File: src/debt_graph_max_flow_simplifier_macros.svh
// Assertion macros shared by the debt graph simplifier RTL.
`ifndef DEBT_GRAPH_MAX_FLOW_SIMPLIFIER_MACROS_SVH
`define DEBT_GRAPH_MAX_FLOW_SIMPLIFIER_MACROS_SVH

// Same-cycle implication, checked outside reset.
`define DGMF_ASSERT_SAME(label, ante, cons, msg) \
    label: assert property (@(posedge clk) disable iff (!rst_n) (ante) |-> (cons)) \
        else $error(msg);

// Next-cycle implication, checked outside reset.
`define DGMF_ASSERT_NEXT(label, ante, cons, msg) \
    label: assert property (@(posedge clk) disable iff (!rst_n) (ante) |=> (cons)) \
        else $error(msg);

`endif

File: src/dgmf_pkg.sv
// Types and constants of the debt graph simplifier.
package dgmf_pkg;

    localparam int unsigned CMD_W     = 1;
    localparam int unsigned MEMBER_W  = 3;
    localparam int unsigned ADD_AMT_W = 16;
    localparam int unsigned SETTLE_W  = 24;
    localparam int unsigned MCOUNT_W  = 4;
    localparam int unsigned PADDR_W   = 3;
    localparam int unsigned PDATA_W   = 32;

    localparam logic [CMD_W-1:0] CMD_ADD      = 1'b0;
    localparam logic [CMD_W-1:0] CMD_SIMPLIFY = 1'b1;

    // Register index taken from paddr[2].
    localparam logic REG_MEMBER_COUNT = 1'b0;

    localparam logic [MCOUNT_W-1:0] MCOUNT_RESET = 4'd8;

    typedef enum logic [3:0] {
        ST_IDLE,
        ST_ADD_RD,
        ST_ADD_WR,
        ST_COPY_RD,
        ST_COPY_WR,
        ST_PAIR,
        ST_BFS_INIT,
        ST_BFS_POP,
        ST_BFS_RD,
        ST_BFS_CHK,
        ST_TR_RD,
        ST_TR_WR,
        ST_WR_TOTAL,
        ST_EM_RD,
        ST_EM_SEND
    } state_t;

endpackage

File: src/dgmf_in_if.sv
// Input channel carrying add and simplify commands.
interface dgmf_in_if;
    import dgmf_pkg::*;

    logic                 valid;
    logic                 ready;
    logic [CMD_W-1:0]     cmd;
    logic [MEMBER_W-1:0]  from_member;
    logic [MEMBER_W-1:0]  to_member;
    logic [ADD_AMT_W-1:0] amount;

    modport source (output valid, cmd, from_member, to_member, amount, input ready);
    modport sink (input valid, cmd, from_member, to_member, amount, output ready);
endinterface

File: src/dgmf_out_if.sv
// Output channel carrying the entries of the simplified matrix.
interface dgmf_out_if;
    import dgmf_pkg::*;

    logic                valid;
    logic                ready;
    logic [MEMBER_W-1:0] payer;
    logic [MEMBER_W-1:0] payee;
    logic [SETTLE_W-1:0] settle_amount;
    logic                last;

    modport source (output valid, payer, payee, settle_amount, last, input ready);
    modport sink (input valid, payer, payee, settle_amount, last, output ready);
endinterface

File: src/debt_graph_max_flow_simplifier.sv
// Debt ledger with a max-flow simplifier driven by a single-port work matrix sequencer.
//
// An add word runs a ledger read, then a saturating write back, and the input is held
// off meanwhile. A simplify word first copies the ledger to the work matrix, reading
// and then writing each of the MAX_MEMBERS^2 cells, then for each ordered pair runs
// breadth-first searches where each search makes one registered read per neighbour
// probe plus a read and a write per path edge on traceback, and finally emits n*n words,
// holding each word while the output stalls. The run time is set by the single read
// port of the work matrix: every probe of an edge is one registered read.
module debt_graph_max_flow_simplifier #(
    parameter int unsigned MAX_MEMBERS = 8,
    parameter int unsigned AMOUNT_BITS = 24
) (
    input  logic                             clk,
    input  logic                             rst_n,
    input  logic                             psel,
    input  logic                             penable,
    input  logic                             pwrite,
    input  logic [dgmf_pkg::PADDR_W-1:0]     paddr,
    input  logic [dgmf_pkg::PDATA_W-1:0]     pwdata,
    output logic [dgmf_pkg::PDATA_W-1:0]     prdata,
    output logic                             pready,
    dgmf_in_if.sink                          in_ch,
    dgmf_out_if.source                       out_ch
);
    import dgmf_pkg::*;
    `include "debt_graph_max_flow_simplifier_macros.svh"

    localparam int unsigned IDX_BITS  = $clog2(MAX_MEMBERS);
    localparam int unsigned CNT_BITS  = $clog2(MAX_MEMBERS + 1);
    localparam int unsigned CELLS     = MAX_MEMBERS * MAX_MEMBERS;
    localparam int unsigned CELL_BITS = $clog2(CELLS);
    localparam int unsigned LSUM_W    = ((AMOUNT_BITS > ADD_AMT_W) ? AMOUNT_BITS : ADD_AMT_W) + 1;

    localparam logic [AMOUNT_BITS-1:0] AMT_MAX = {AMOUNT_BITS{1'b1}};

    function automatic logic [CELL_BITS-1:0] cell_at(
        input logic [IDX_BITS-1:0] row,
        input logic [IDX_BITS-1:0] col
    );
        logic [CELL_BITS-1:0] base;
        base = CELL_BITS'(row) * CELL_BITS'(MAX_MEMBERS);
        return base + CELL_BITS'(col);
    endfunction

    // Memories.
    logic [AMOUNT_BITS-1:0] ledger_mem [CELLS];
    logic [AMOUNT_BITS-1:0] work_mem [CELLS];
    logic [AMOUNT_BITS-1:0] led_rdata;
    logic [AMOUNT_BITS-1:0] wk_rdata;
    logic [CELL_BITS-1:0]   led_raddr, led_waddr, wk_raddr, wk_waddr;
    logic [AMOUNT_BITS-1:0] led_wdata, wk_wdata;
    logic                   led_we, wk_we;

    // Control and datapath registers.
    state_t                 state_reg, state_next;
    logic [MCOUNT_W-1:0]    mcount_reg;
    logic [CELLS-1:0]       lvalid_reg, lvalid_next;
    logic [CELL_BITS-1:0]   cell_reg, cell_next;
    logic [ADD_AMT_W-1:0]   amt_reg, amt_next;
    logic [IDX_BITS-1:0]    i_reg, i_next, j_reg, j_next;
    logic [IDX_BITS-1:0]    u_reg, u_next, v_reg, v_next, pu_reg, pu_next;
    logic [CNT_BITS-1:0]    k_reg, k_next, head_reg, head_next, tail_reg, tail_next;
    logic [AMOUNT_BITS-1:0] cap_reg, cap_next, bott_reg, bott_next, total_reg, total_next;
    logic [MAX_MEMBERS-1:0] visited_reg, visited_next;
    logic [IDX_BITS-1:0]    parent_reg [MAX_MEMBERS];
    logic [IDX_BITS-1:0]    parent_next [MAX_MEMBERS];
    logic [IDX_BITS-1:0]    qnode_reg [MAX_MEMBERS];
    logic [IDX_BITS-1:0]    qnode_next [MAX_MEMBERS];
    logic [AMOUNT_BITS-1:0] qcap_reg [MAX_MEMBERS];
    logic [AMOUNT_BITS-1:0] qcap_next [MAX_MEMBERS];

    logic [CNT_BITS-1:0]    n_eff;
    logic [IDX_BITS-1:0]    n_last, kidx;
    logic                   pair_end, i_end;
    logic [LSUM_W-1:0]      led_sum;
    logic [AMOUNT_BITS:0]   flow_sum;
    logic [AMOUNT_BITS-1:0] led_cur, edge_min;
    logic [AMOUNT_BITS+SETTLE_W-1:0] settle_wide;

    // Configuration port.
    logic cfg_wr;
    assign pready = 1'b1;
    assign cfg_wr = psel && penable && pwrite && (paddr[2] == REG_MEMBER_COUNT);
    assign prdata = (paddr[2] == REG_MEMBER_COUNT) ? PDATA_W'(mcount_reg) : '0;

    always_ff @(posedge clk or negedge rst_n)
    begin
        if (!rst_n)
        begin
            mcount_reg <= MCOUNT_RESET;
        end
        else if (cfg_wr)
        begin
            mcount_reg <= pwdata[MCOUNT_W-1:0];
        end
    end

    // Effective member count clamped to the range 2 to MAX_MEMBERS.
    always_comb
    begin
        if (mcount_reg < MCOUNT_W'(2))
        begin
            n_eff = CNT_BITS'(2);
        end
        else if ({1'b0, mcount_reg} > (MCOUNT_W + 1)'(MAX_MEMBERS))
        begin
            n_eff = CNT_BITS'(MAX_MEMBERS);
        end
        else
        begin
            n_eff = CNT_BITS'(mcount_reg);
        end
    end
    assign n_last   = IDX_BITS'(n_eff - CNT_BITS'(1));
    assign kidx     = k_reg[IDX_BITS-1:0];
    assign i_end    = (i_reg == n_last);
    assign pair_end = i_end && (j_reg == n_last);

    assign led_cur  = lvalid_reg[cell_reg] ? led_rdata : '0;
    assign led_sum  = LSUM_W'(led_cur) + LSUM_W'(amt_reg);
    assign flow_sum = {1'b0, total_reg} + {1'b0, edge_min};
    assign edge_min = (wk_rdata < cap_reg) ? wk_rdata : cap_reg;

    // Memories with registered read data.
    always_ff @(posedge clk)
    begin
        if (led_we)
        begin
            ledger_mem[led_waddr] <= led_wdata;
        end
        led_rdata <= ledger_mem[led_raddr];
    end

    always_ff @(posedge clk)
    begin
        if (wk_we)
        begin
            work_mem[wk_waddr] <= wk_wdata;
        end
        wk_rdata <= work_mem[wk_raddr];
    end

    // Ports.
    assign in_ch.ready   = (state_reg == ST_IDLE);
    assign out_ch.valid  = (state_reg == ST_EM_SEND);
    assign out_ch.payer  = MEMBER_W'(i_reg);
    assign out_ch.payee  = MEMBER_W'(j_reg);
    assign settle_wide   = {{SETTLE_W{1'b0}}, wk_rdata};
    assign out_ch.settle_amount = settle_wide[SETTLE_W-1:0];
    assign out_ch.last   = pair_end;

    always_ff @(posedge clk or negedge rst_n)
    begin
        if (!rst_n)
        begin
            state_reg <= ST_IDLE;
        end
        else
        begin
            state_reg <= state_next;
        end
    end

    always_ff @(posedge clk or negedge rst_n)
    begin
        if (!rst_n)
        begin
            lvalid_reg  <= '0;
            head_reg    <= '0;
            tail_reg    <= '0;
            i_reg       <= '0;
            j_reg       <= '0;
            k_reg       <= '0;
            cell_reg    <= '0;
            visited_reg <= '0;
        end
        else
        begin
            lvalid_reg  <= lvalid_next;
            head_reg    <= head_next;
            tail_reg    <= tail_next;
            i_reg       <= i_next;
            j_reg       <= j_next;
            k_reg       <= k_next;
            cell_reg    <= cell_next;
            visited_reg <= visited_next;
        end
    end

    always_ff @(posedge clk)
    begin
        amt_reg    <= amt_next;
        u_reg      <= u_next;
        v_reg      <= v_next;
        pu_reg     <= pu_next;
        cap_reg    <= cap_next;
        bott_reg   <= bott_next;
        total_reg  <= total_next;
        parent_reg <= parent_next;
        qnode_reg  <= qnode_next;
        qcap_reg   <= qcap_next;
    end

    always_comb
    begin
        state_next   = state_reg;
        lvalid_next  = lvalid_reg;
        cell_next    = cell_reg;
        amt_next     = amt_reg;
        i_next       = i_reg;
        j_next       = j_reg;
        u_next       = u_reg;
        v_next       = v_reg;
        pu_next      = pu_reg;
        k_next       = k_reg;
        head_next    = head_reg;
        tail_next    = tail_reg;
        cap_next     = cap_reg;
        bott_next    = bott_reg;
        total_next   = total_reg;
        visited_next = visited_reg;
        parent_next  = parent_reg;
        qnode_next   = qnode_reg;
        qcap_next    = qcap_reg;
        led_raddr    = cell_reg;
        led_waddr    = cell_reg;
        led_wdata    = '0;
        led_we       = 1'b0;
        wk_raddr     = cell_at(i_reg, j_reg);
        wk_waddr     = cell_reg;
        wk_wdata     = '0;
        wk_we        = 1'b0;

        unique case (state_reg)
            ST_IDLE:
            begin
                if (in_ch.valid)
                begin
                    if (in_ch.cmd == CMD_SIMPLIFY)
                    begin
                        cell_next  = '0;
                        state_next = ST_COPY_RD;
                    end
                    else if (({1'b0, in_ch.from_member} < (MEMBER_W + 1)'(MAX_MEMBERS)) &&
                             ({1'b0, in_ch.to_member} < (MEMBER_W + 1)'(MAX_MEMBERS)))
                    begin
                        cell_next  = cell_at(IDX_BITS'(in_ch.from_member),
                                             IDX_BITS'(in_ch.to_member));
                        amt_next   = in_ch.amount;
                        state_next = ST_ADD_RD;
                    end
                end
            end
            ST_ADD_RD:
            begin
                state_next = ST_ADD_WR;
            end
            ST_ADD_WR:
            begin
                led_we = 1'b1;
                led_wdata = (led_sum > LSUM_W'(AMT_MAX)) ? AMT_MAX
                                                         : led_sum[AMOUNT_BITS-1:0];
                lvalid_next[cell_reg] = 1'b1;
                state_next = ST_IDLE;
            end
            ST_COPY_RD:
            begin
                state_next = ST_COPY_WR;
            end
            ST_COPY_WR:
            begin
                wk_we    = 1'b1;
                wk_wdata = led_cur;
                if (cell_reg == CELL_BITS'(CELLS - 1))
                begin
                    i_next     = '0;
                    j_next     = '0;
                    state_next = ST_PAIR;
                end
                else
                begin
                    cell_next  = cell_reg + CELL_BITS'(1);
                    state_next = ST_COPY_RD;
                end
            end
            ST_PAIR:
            begin
                if (i_reg == j_reg)
                begin
                    if (pair_end)
                    begin
                        i_next     = '0;
                        j_next     = '0;
                        state_next = ST_EM_RD;
                    end
                    else if (j_reg == n_last)
                    begin
                        j_next = '0;
                        i_next = i_reg + IDX_BITS'(1);
                    end
                    else
                    begin
                        j_next = j_reg + IDX_BITS'(1);
                    end
                end
                else
                begin
                    total_next = '0;
                    state_next = ST_BFS_INIT;
                end
            end
            ST_BFS_INIT:
            begin
                visited_next        = '0;
                visited_next[i_reg] = 1'b1;
                qnode_next[0]       = i_reg;
                qcap_next[0]        = AMT_MAX;
                head_next           = '0;
                tail_next           = CNT_BITS'(1);
                state_next          = ST_BFS_POP;
            end
            ST_BFS_POP:
            begin
                if (head_reg == tail_reg)
                begin
                    state_next = ST_WR_TOTAL;
                end
                else
                begin
                    u_next     = qnode_reg[head_reg[IDX_BITS-1:0]];
                    cap_next   = qcap_reg[head_reg[IDX_BITS-1:0]];
                    head_next  = head_reg + CNT_BITS'(1);
                    k_next     = '0;
                    state_next = ST_BFS_RD;
                end
            end
            ST_BFS_RD:
            begin
                wk_raddr = cell_at(u_reg, kidx);
                if (k_reg >= n_eff)
                begin
                    state_next = ST_BFS_POP;
                end
                else if ((kidx == u_reg) || visited_reg[kidx])
                begin
                    k_next = k_reg + CNT_BITS'(1);
                end
                else
                begin
                    state_next = ST_BFS_CHK;
                end
            end
            ST_BFS_CHK:
            begin
                k_next     = k_reg + CNT_BITS'(1);
                state_next = ST_BFS_RD;
                if (wk_rdata != '0)
                begin
                    parent_next[kidx]  = u_reg;
                    visited_next[kidx] = 1'b1;
                    if (kidx == j_reg)
                    begin
                        // Path found: fold the bottleneck into the sum and walk back.
                        bott_next  = edge_min;
                        total_next = flow_sum[AMOUNT_BITS] ? AMT_MAX
                                                           : flow_sum[AMOUNT_BITS-1:0];
                        v_next     = j_reg;
                        state_next = ST_TR_RD;
                    end
                    else if (tail_reg < CNT_BITS'(MAX_MEMBERS))
                    begin
                        qnode_next[tail_reg[IDX_BITS-1:0]] = kidx;
                        qcap_next[tail_reg[IDX_BITS-1:0]]  = edge_min;
                        tail_next = tail_reg + CNT_BITS'(1);
                    end
                end
            end
            ST_TR_RD:
            begin
                wk_raddr = cell_at(parent_reg[v_reg], v_reg);
                if (v_reg == i_reg)
                begin
                    state_next = ST_BFS_INIT;
                end
                else
                begin
                    pu_next    = parent_reg[v_reg];
                    state_next = ST_TR_WR;
                end
            end
            ST_TR_WR:
            begin
                wk_we      = 1'b1;
                wk_waddr   = cell_at(pu_reg, v_reg);
                wk_wdata   = wk_rdata - bott_reg;
                v_next     = pu_reg;
                state_next = ST_TR_RD;
            end
            ST_WR_TOTAL:
            begin
                wk_we    = 1'b1;
                wk_waddr = cell_at(i_reg, j_reg);
                wk_wdata = total_reg;
                if (pair_end)
                begin
                    i_next     = '0;
                    j_next     = '0;
                    state_next = ST_EM_RD;
                end
                else
                begin
                    state_next = ST_PAIR;
                    if (j_reg == n_last)
                    begin
                        j_next = '0;
                        i_next = i_reg + IDX_BITS'(1);
                    end
                    else
                    begin
                        j_next = j_reg + IDX_BITS'(1);
                    end
                end
            end
            ST_EM_RD:
            begin
                state_next = ST_EM_SEND;
            end
            ST_EM_SEND:
            begin
                // The read address stays on the current entry, so the word holds.
                if (out_ch.ready)
                begin
                    if (pair_end)
                    begin
                        state_next = ST_IDLE;
                    end
                    else
                    begin
                        state_next = ST_EM_RD;
                        if (j_reg == n_last)
                        begin
                            j_next = '0;
                            i_next = i_reg + IDX_BITS'(1);
                        end
                        else
                        begin
                            j_next = j_reg + IDX_BITS'(1);
                        end
                    end
                end
            end
            default:
            begin
                state_next = ST_IDLE;
            end
        endcase
    end

    `DGMF_ASSERT_NEXT(a_last_ends, out_ch.valid && out_ch.ready && out_ch.last,
        state_reg == ST_IDLE, "emission did not end after the last word")
    `DGMF_ASSERT_NEXT(a_simplify_copies,
        in_ch.valid && in_ch.ready && (in_ch.cmd == CMD_SIMPLIFY),
        state_reg == ST_COPY_RD, "simplify did not start the ledger copy")
    `DGMF_ASSERT_SAME(a_queue_order, state_reg != ST_IDLE, head_reg <= tail_reg,
        "search queue head passed its tail")
    `DGMF_ASSERT_SAME(a_path_cap, state_reg == ST_TR_WR,
        (wk_rdata >= bott_reg) && (bott_reg != '0), "path edge below its bottleneck")

endmodule
File: src/flat_wrapper.sv
// flat-port wrapper written by rule: the top's interface ports become plain ports
module debt_graph_max_flow_simplifier_flat import dgmf_pkg::*;
#(
    parameter int unsigned MAX_MEMBERS = 8,
    parameter int unsigned AMOUNT_BITS = 24
)
  (clk, rst_n, psel, penable, pwrite, paddr, pwdata, prdata, pready, in_ch_valid, in_ch_cmd, in_ch_from_member, in_ch_to_member, in_ch_amount, in_ch_ready, out_ch_valid, out_ch_payer, out_ch_payee, out_ch_settle_amount, out_ch_last, out_ch_ready);
  dgmf_in_if in_ch_i ();
  dgmf_out_if out_ch_i ();
  input  logic clk;
  input  logic rst_n;
  input  logic psel;
  input  logic penable;
  input  logic pwrite;
  input  logic [dgmf_pkg::PADDR_W-1:0] paddr;
  input  logic [dgmf_pkg::PDATA_W-1:0] pwdata;
  output logic [dgmf_pkg::PDATA_W-1:0] prdata;
  output logic pready;
  input wire logic [$bits(in_ch_i.valid)-1:0] in_ch_valid;
  input wire logic [$bits(in_ch_i.cmd)-1:0] in_ch_cmd;
  input wire logic [$bits(in_ch_i.from_member)-1:0] in_ch_from_member;
  input wire logic [$bits(in_ch_i.to_member)-1:0] in_ch_to_member;
  input wire logic [$bits(in_ch_i.amount)-1:0] in_ch_amount;
  output wire logic [$bits(in_ch_i.ready)-1:0] in_ch_ready;
  output wire logic [$bits(out_ch_i.valid)-1:0] out_ch_valid;
  output wire logic [$bits(out_ch_i.payer)-1:0] out_ch_payer;
  output wire logic [$bits(out_ch_i.payee)-1:0] out_ch_payee;
  output wire logic [$bits(out_ch_i.settle_amount)-1:0] out_ch_settle_amount;
  output wire logic [$bits(out_ch_i.last)-1:0] out_ch_last;
  input wire logic [$bits(out_ch_i.ready)-1:0] out_ch_ready;
  assign in_ch_i.valid = in_ch_valid;
  assign in_ch_i.cmd = in_ch_cmd;
  assign in_ch_i.from_member = in_ch_from_member;
  assign in_ch_i.to_member = in_ch_to_member;
  assign in_ch_i.amount = in_ch_amount;
  assign in_ch_ready = in_ch_i.ready;
  assign out_ch_valid = out_ch_i.valid;
  assign out_ch_payer = out_ch_i.payer;
  assign out_ch_payee = out_ch_i.payee;
  assign out_ch_settle_amount = out_ch_i.settle_amount;
  assign out_ch_last = out_ch_i.last;
  assign out_ch_i.ready = out_ch_ready;
  debt_graph_max_flow_simplifier #(.MAX_MEMBERS(MAX_MEMBERS), .AMOUNT_BITS(AMOUNT_BITS)) u_core (.clk(clk), .rst_n(rst_n), .psel(psel), .penable(penable), .pwrite(pwrite), .paddr(paddr), .pwdata(pwdata), .prdata(prdata), .pready(pready), .in_ch(in_ch_i), .out_ch(out_ch_i));
endmodule
File: config.mk
export PLATFORM = sky130hd
export DESIGN_NAME = debt_graph_max_flow_simplifier_flat
export DESIGN_NICKNAME = d
export VERILOG_FILES = /design/src/dgmf_pkg.sv /design/src/dgmf_in_if.sv /design/src/dgmf_out_if.sv /design/src/debt_graph_max_flow_simplifier.sv /design/src/flat_wrapper.sv
export VERILOG_INCLUDE_DIRS = /design/src /design/src/src
export SDC_FILE = /design/constraint.sdc
export NUM_CORES = 2
export LEC_CHECK = 0
export ABC_AREA = 1
export ABC_CLOCK_PERIOD_IN_PS = 8700
export BUFFER_PORTS_ARGS = -buffer_cell sky130_fd_sc_hd__clkbuf_2
export CAP_MARGIN = 5
export CORE_MARGIN = 1.5
export CORE_UTILIZATION = 40
export DETAILED_ROUTE_END_ITERATION = 10
export PLACE_DENSITY = 0.58
export SLEW_MARGIN = 15
export SYNTH_ARGS = -nofsm -noshare
export SYNTH_HDL_FRONTEND = slang
export SYNTH_SLANG_ARGS = --single-unit
File: constraint.sdc
create_clock -name clk -period 8.7 [get_ports clk]
set_input_delay 0.87 -clock clk [delete_from_list [all_inputs] [get_ports clk]]
set_output_delay 0.87 -clock clk [all_outputs]
set_load 0.005 [all_outputs]
==> qor.yml <==
pwr:
  clkPwrFrac: 0.294
  p_comb_frac: 0.318
  p_int_w: 0.03373
  power_switching_w: 0.01991
  netSwitchingFraction: 0.3711
  ir_drop_mv: 0.2659
  power.leakage_nw: 53.86
  p_seq_frac: 0.389
  p_per_area_nw_per_um2: 335.0
die:
  dieArea_sq_um: 357000
  core_area_sq_um: 352100
  die_h_microns: 597.5
  initial_core_util: 0.4015
  ioPinCount: 131
  die_w_microns: 597.5
  fp-row-count: 218
routing:
  ant_nets: 0
  via_per_inst: 5.791
  top_layer: "met5"
  dr.pass1.iters: 6
  totalWireLength_microns: 426100
  drc: 0
  wl_per_cell_microns: 27.40
  met2_length_microns: 200000
  routed-wl-met3_microns: 35270
  drtIter0Drc: 10730
  wl_met1_microns: 172100
  vias: 90050
clock_network:
  cts_resized: 0
  clock-sinks: 3561
  cts.clk_slew.worst_paths_ns: 0.06
  clockBufferDepth: 4
  clock_insertion_delay_worst_skew_ns: 0.96
  cts_hold_buf: 1
  cts_buffers: 373
  ctsRootBufferMaster: "clkbuf_16"
  cts_setup_buffers: 0
  cts_tree: "yes"
  cts_max_level: 5
yosys:
  synthDistinctLibCells: 68
  syn-instance-count: 10410
  async_reset_ff_frac: 0.02921
  synth_top_cell_by_area: "edfxtp_1"
  muxShareOfSynthArea: 0
  ys_seq_elements: 3561
  synth_common_cells: "edfxtp_1, nor2_1, nand2_1, o21ai_0, clkbuf_1"
  synthSimpleGateAreaFrac: 0.09927
  synth.area.top_cells: "edfxtp_1, nor2_1, nand2_1"
  synthAdderAreaFrac: 0.008301
  avgSynthCellArea_sq_um: 13.58
  yosysWarnings: 0
  synth_top_area_frac: 0.7241
  synth_top_family_by_area: "compound AO/OA/AOI/OAI gates"
  synth_edf_count: 3409
  synthXorXnorAreaFrac: 0.003098
  synth_compound_area_frac: 0.1096
  yosysSeqAreaShare: 0.7493
  synth_area_sq_um: 141400
  synth_ff_type: "edfxtp_1"
  synth.most_common_cell: "edfxtp_1"
cells_and_area:
  drive_gt1_frac: 0.1076
  fin_area_sq_um: 160100
  fillers: 30650
  seqCellArea_sq_um: 105900
  multiInputGateArea_sq_um: 31960
  area_growth_pct: 13.22
  nets: 10660
  final_cells: 15550
min_path:
  hp-class: "in2reg"
  min_from: "in_ch_amount[5]"
  whs_path_depth: 1
  min_to: "u_core.amt_reg[5]"
sta:
  worstMarginPinSlew_ns: 1.361
  fin_setup_tns_ns: 0
  fin_skew_ns: 0.08506
  fin_crit_sh: 0.8482
  slew_headroom: 0.09291
  rsz0062_at_grt: "false"
  worst_slack_ns: 1.321
  fin_hold_ws_ns: 0.1012
  setup_viol: 0
  max_freq_mhz: 135.5
  finalMaxSlewViolations: 0
  post-route-min-period_ns: 7.379
  hold_viol: 0
placed_design:
  gp_congestion: 0.8888
  dp_hpwl_microns: 228900
  numPortBuffers: 71
  dp_slack_ns: 2.014
  placed_cells: 14860
  placed_area_sq_um: 148000
setup_path:
  start_kind: "register"
  r2r_start: "u_core.cell_reg[0]"
  r2r-end: "u_core.ledger_mem[37][1]"
  worstPathMaxFanout: 64
  end_kind: "register"
  r2r_cells: 26
  ff2ff_setup_slack_ns: 1.32
  cp_data_required_time_ns: 8.99
  worstSetupPathType: "reg2reg"
  cp.arrival_ns: 7.67
grt:
  grt_pass1_vias: 86420
  grt_overflow: 0
  grt_usage: 0.2323
  antenna_found_initial: 16
  grt_max_degree: 187
  grt_pass1_wl_microns: 608400
outcome:
  outcome: "complete, no violations"
flow_run:
  drv_cap: 0
-- cell type report --
cell class	instances	share of cell area
Sequential cell	3561	0.6618
Multi-Input combinational cell	5833	0.1996
Clock buffer	468	0.06242
Tap cell	4730	0.03697
Timing Repair Buffer	350	0.01690
Clock inverter	211	0.01283
Inverter	388	0.009301
Antenna cell	9	0.0001407
-- how the worst max path moves through the flow --
stage | from | to | slack [ns]
after detailed placement | u_core.cell_reg[0] | u_core.ledger_mem[35][1] | 2.01
after global placement | u_core.cell_reg[0] | u_core.ledger_mem[17][5] | 1.96
after global routing | u_core.cell_reg[0] | u_core.ledger_mem[38][1] | 0.94
after floorplan | u_core.cell_reg[0] | u_core.ledger_mem[0][20] | 2.27
after CTS | u_core.cell_reg[0] | u_core.ledger_mem[33][5] | 1.95
final | u_core.cell_reg[0] | u_core.ledger_mem[37][1] | 1.32
-- metal layers --
| layer | global-route usage | up-vias |
|---|---|---|
| met3 | 0.03587 | 802 |
| met4 | 0.09614 | 8 |
| met1 | 0.3138 | 45740 |
| met5 | 0 | - |
| li1 | - | 39360 |
| met2 | 0.3753 | 4135 |
-- through the flow --
stage / utilization / power [W]
finish: 0.4546 / 0.05363
global route: 0.4545 / 0.05570
global placement: 0.4202 / 0.03770
detailed placement: 0.4202 / 0.03797
floorplan: - / 0.03101
CTS: 0.4545 / 0.05363
-- logic make-up after synthesis --
group / after synthesis
simple gates: 3425
fa+ha+maj: 92
other cells: 2
compound gates: 2237
buf+inv: 1044
flops: 3561
xor+xnor: 50
-- power by group through the flow --
stage	Combinational [W]	Clock, W	Sequential [W]
3_5_place_dp	0.0168	0	0.0212
5_1_grt	0.0182	0.0166	0.0209
6_report	0.0170	0.0158	0.0208
2_1_floorplan	0.0101	0	0.0210
4_1_cts	0.0169	0.0159	0.0208
3_3_place_gp	0.0165	0	0.0212
-- placed cells by master (no fill, tap or decap), types with 49 or more instances in the layout --
cell       instances
a22oi_1          233
nor2_1          1622
ha_1              89
or2_2             50
o311ai_0         183
inv_1            352
buf_4            259
clkbuf_1          75
clkinv_2          68
clkbuf_16        382
edfxtp_1        3409
dfrtp_1          100
o211ai_1         215
nand4_1          200
a21oi_1          195
o21ai_0          675
clkinv_1          89
a31oi_1           49
o32ai_1          192
nand2_1         1062
a221oi_1         169
nand3_1          257
a22o_1           164
clkbuf_2          70
nor2_2           144
-- worst max-delay path, cell delays in order, from the launching register on --
cell and delay (ns):
dfrtp_2 1.07, inv_4 0.47, nand2_1 0.18, nand2_1 0.07
nand2_1 0.06, nand2_1 0.06, nand2_1 0.05, nand2_1 0.06
nand2_1 0.05, nand2_1 0.06, nor2_1 0.15, nand2_2 0.40
inv_1 0.53, nor2_1 0.13, ha_1 0.24, fa_1 0.43
nand3_1 0.10, and2_0 0.16, inv_1 0.05, nand3_1 0.11
o21ai_2 0.10, nand2_1 0.08, nand2_2 0.11, nand3_2 0.10
nand2_4 0.08, o21ai_0 0.66, clkinv_2 1.05
(Power assumes the default switching activity.)
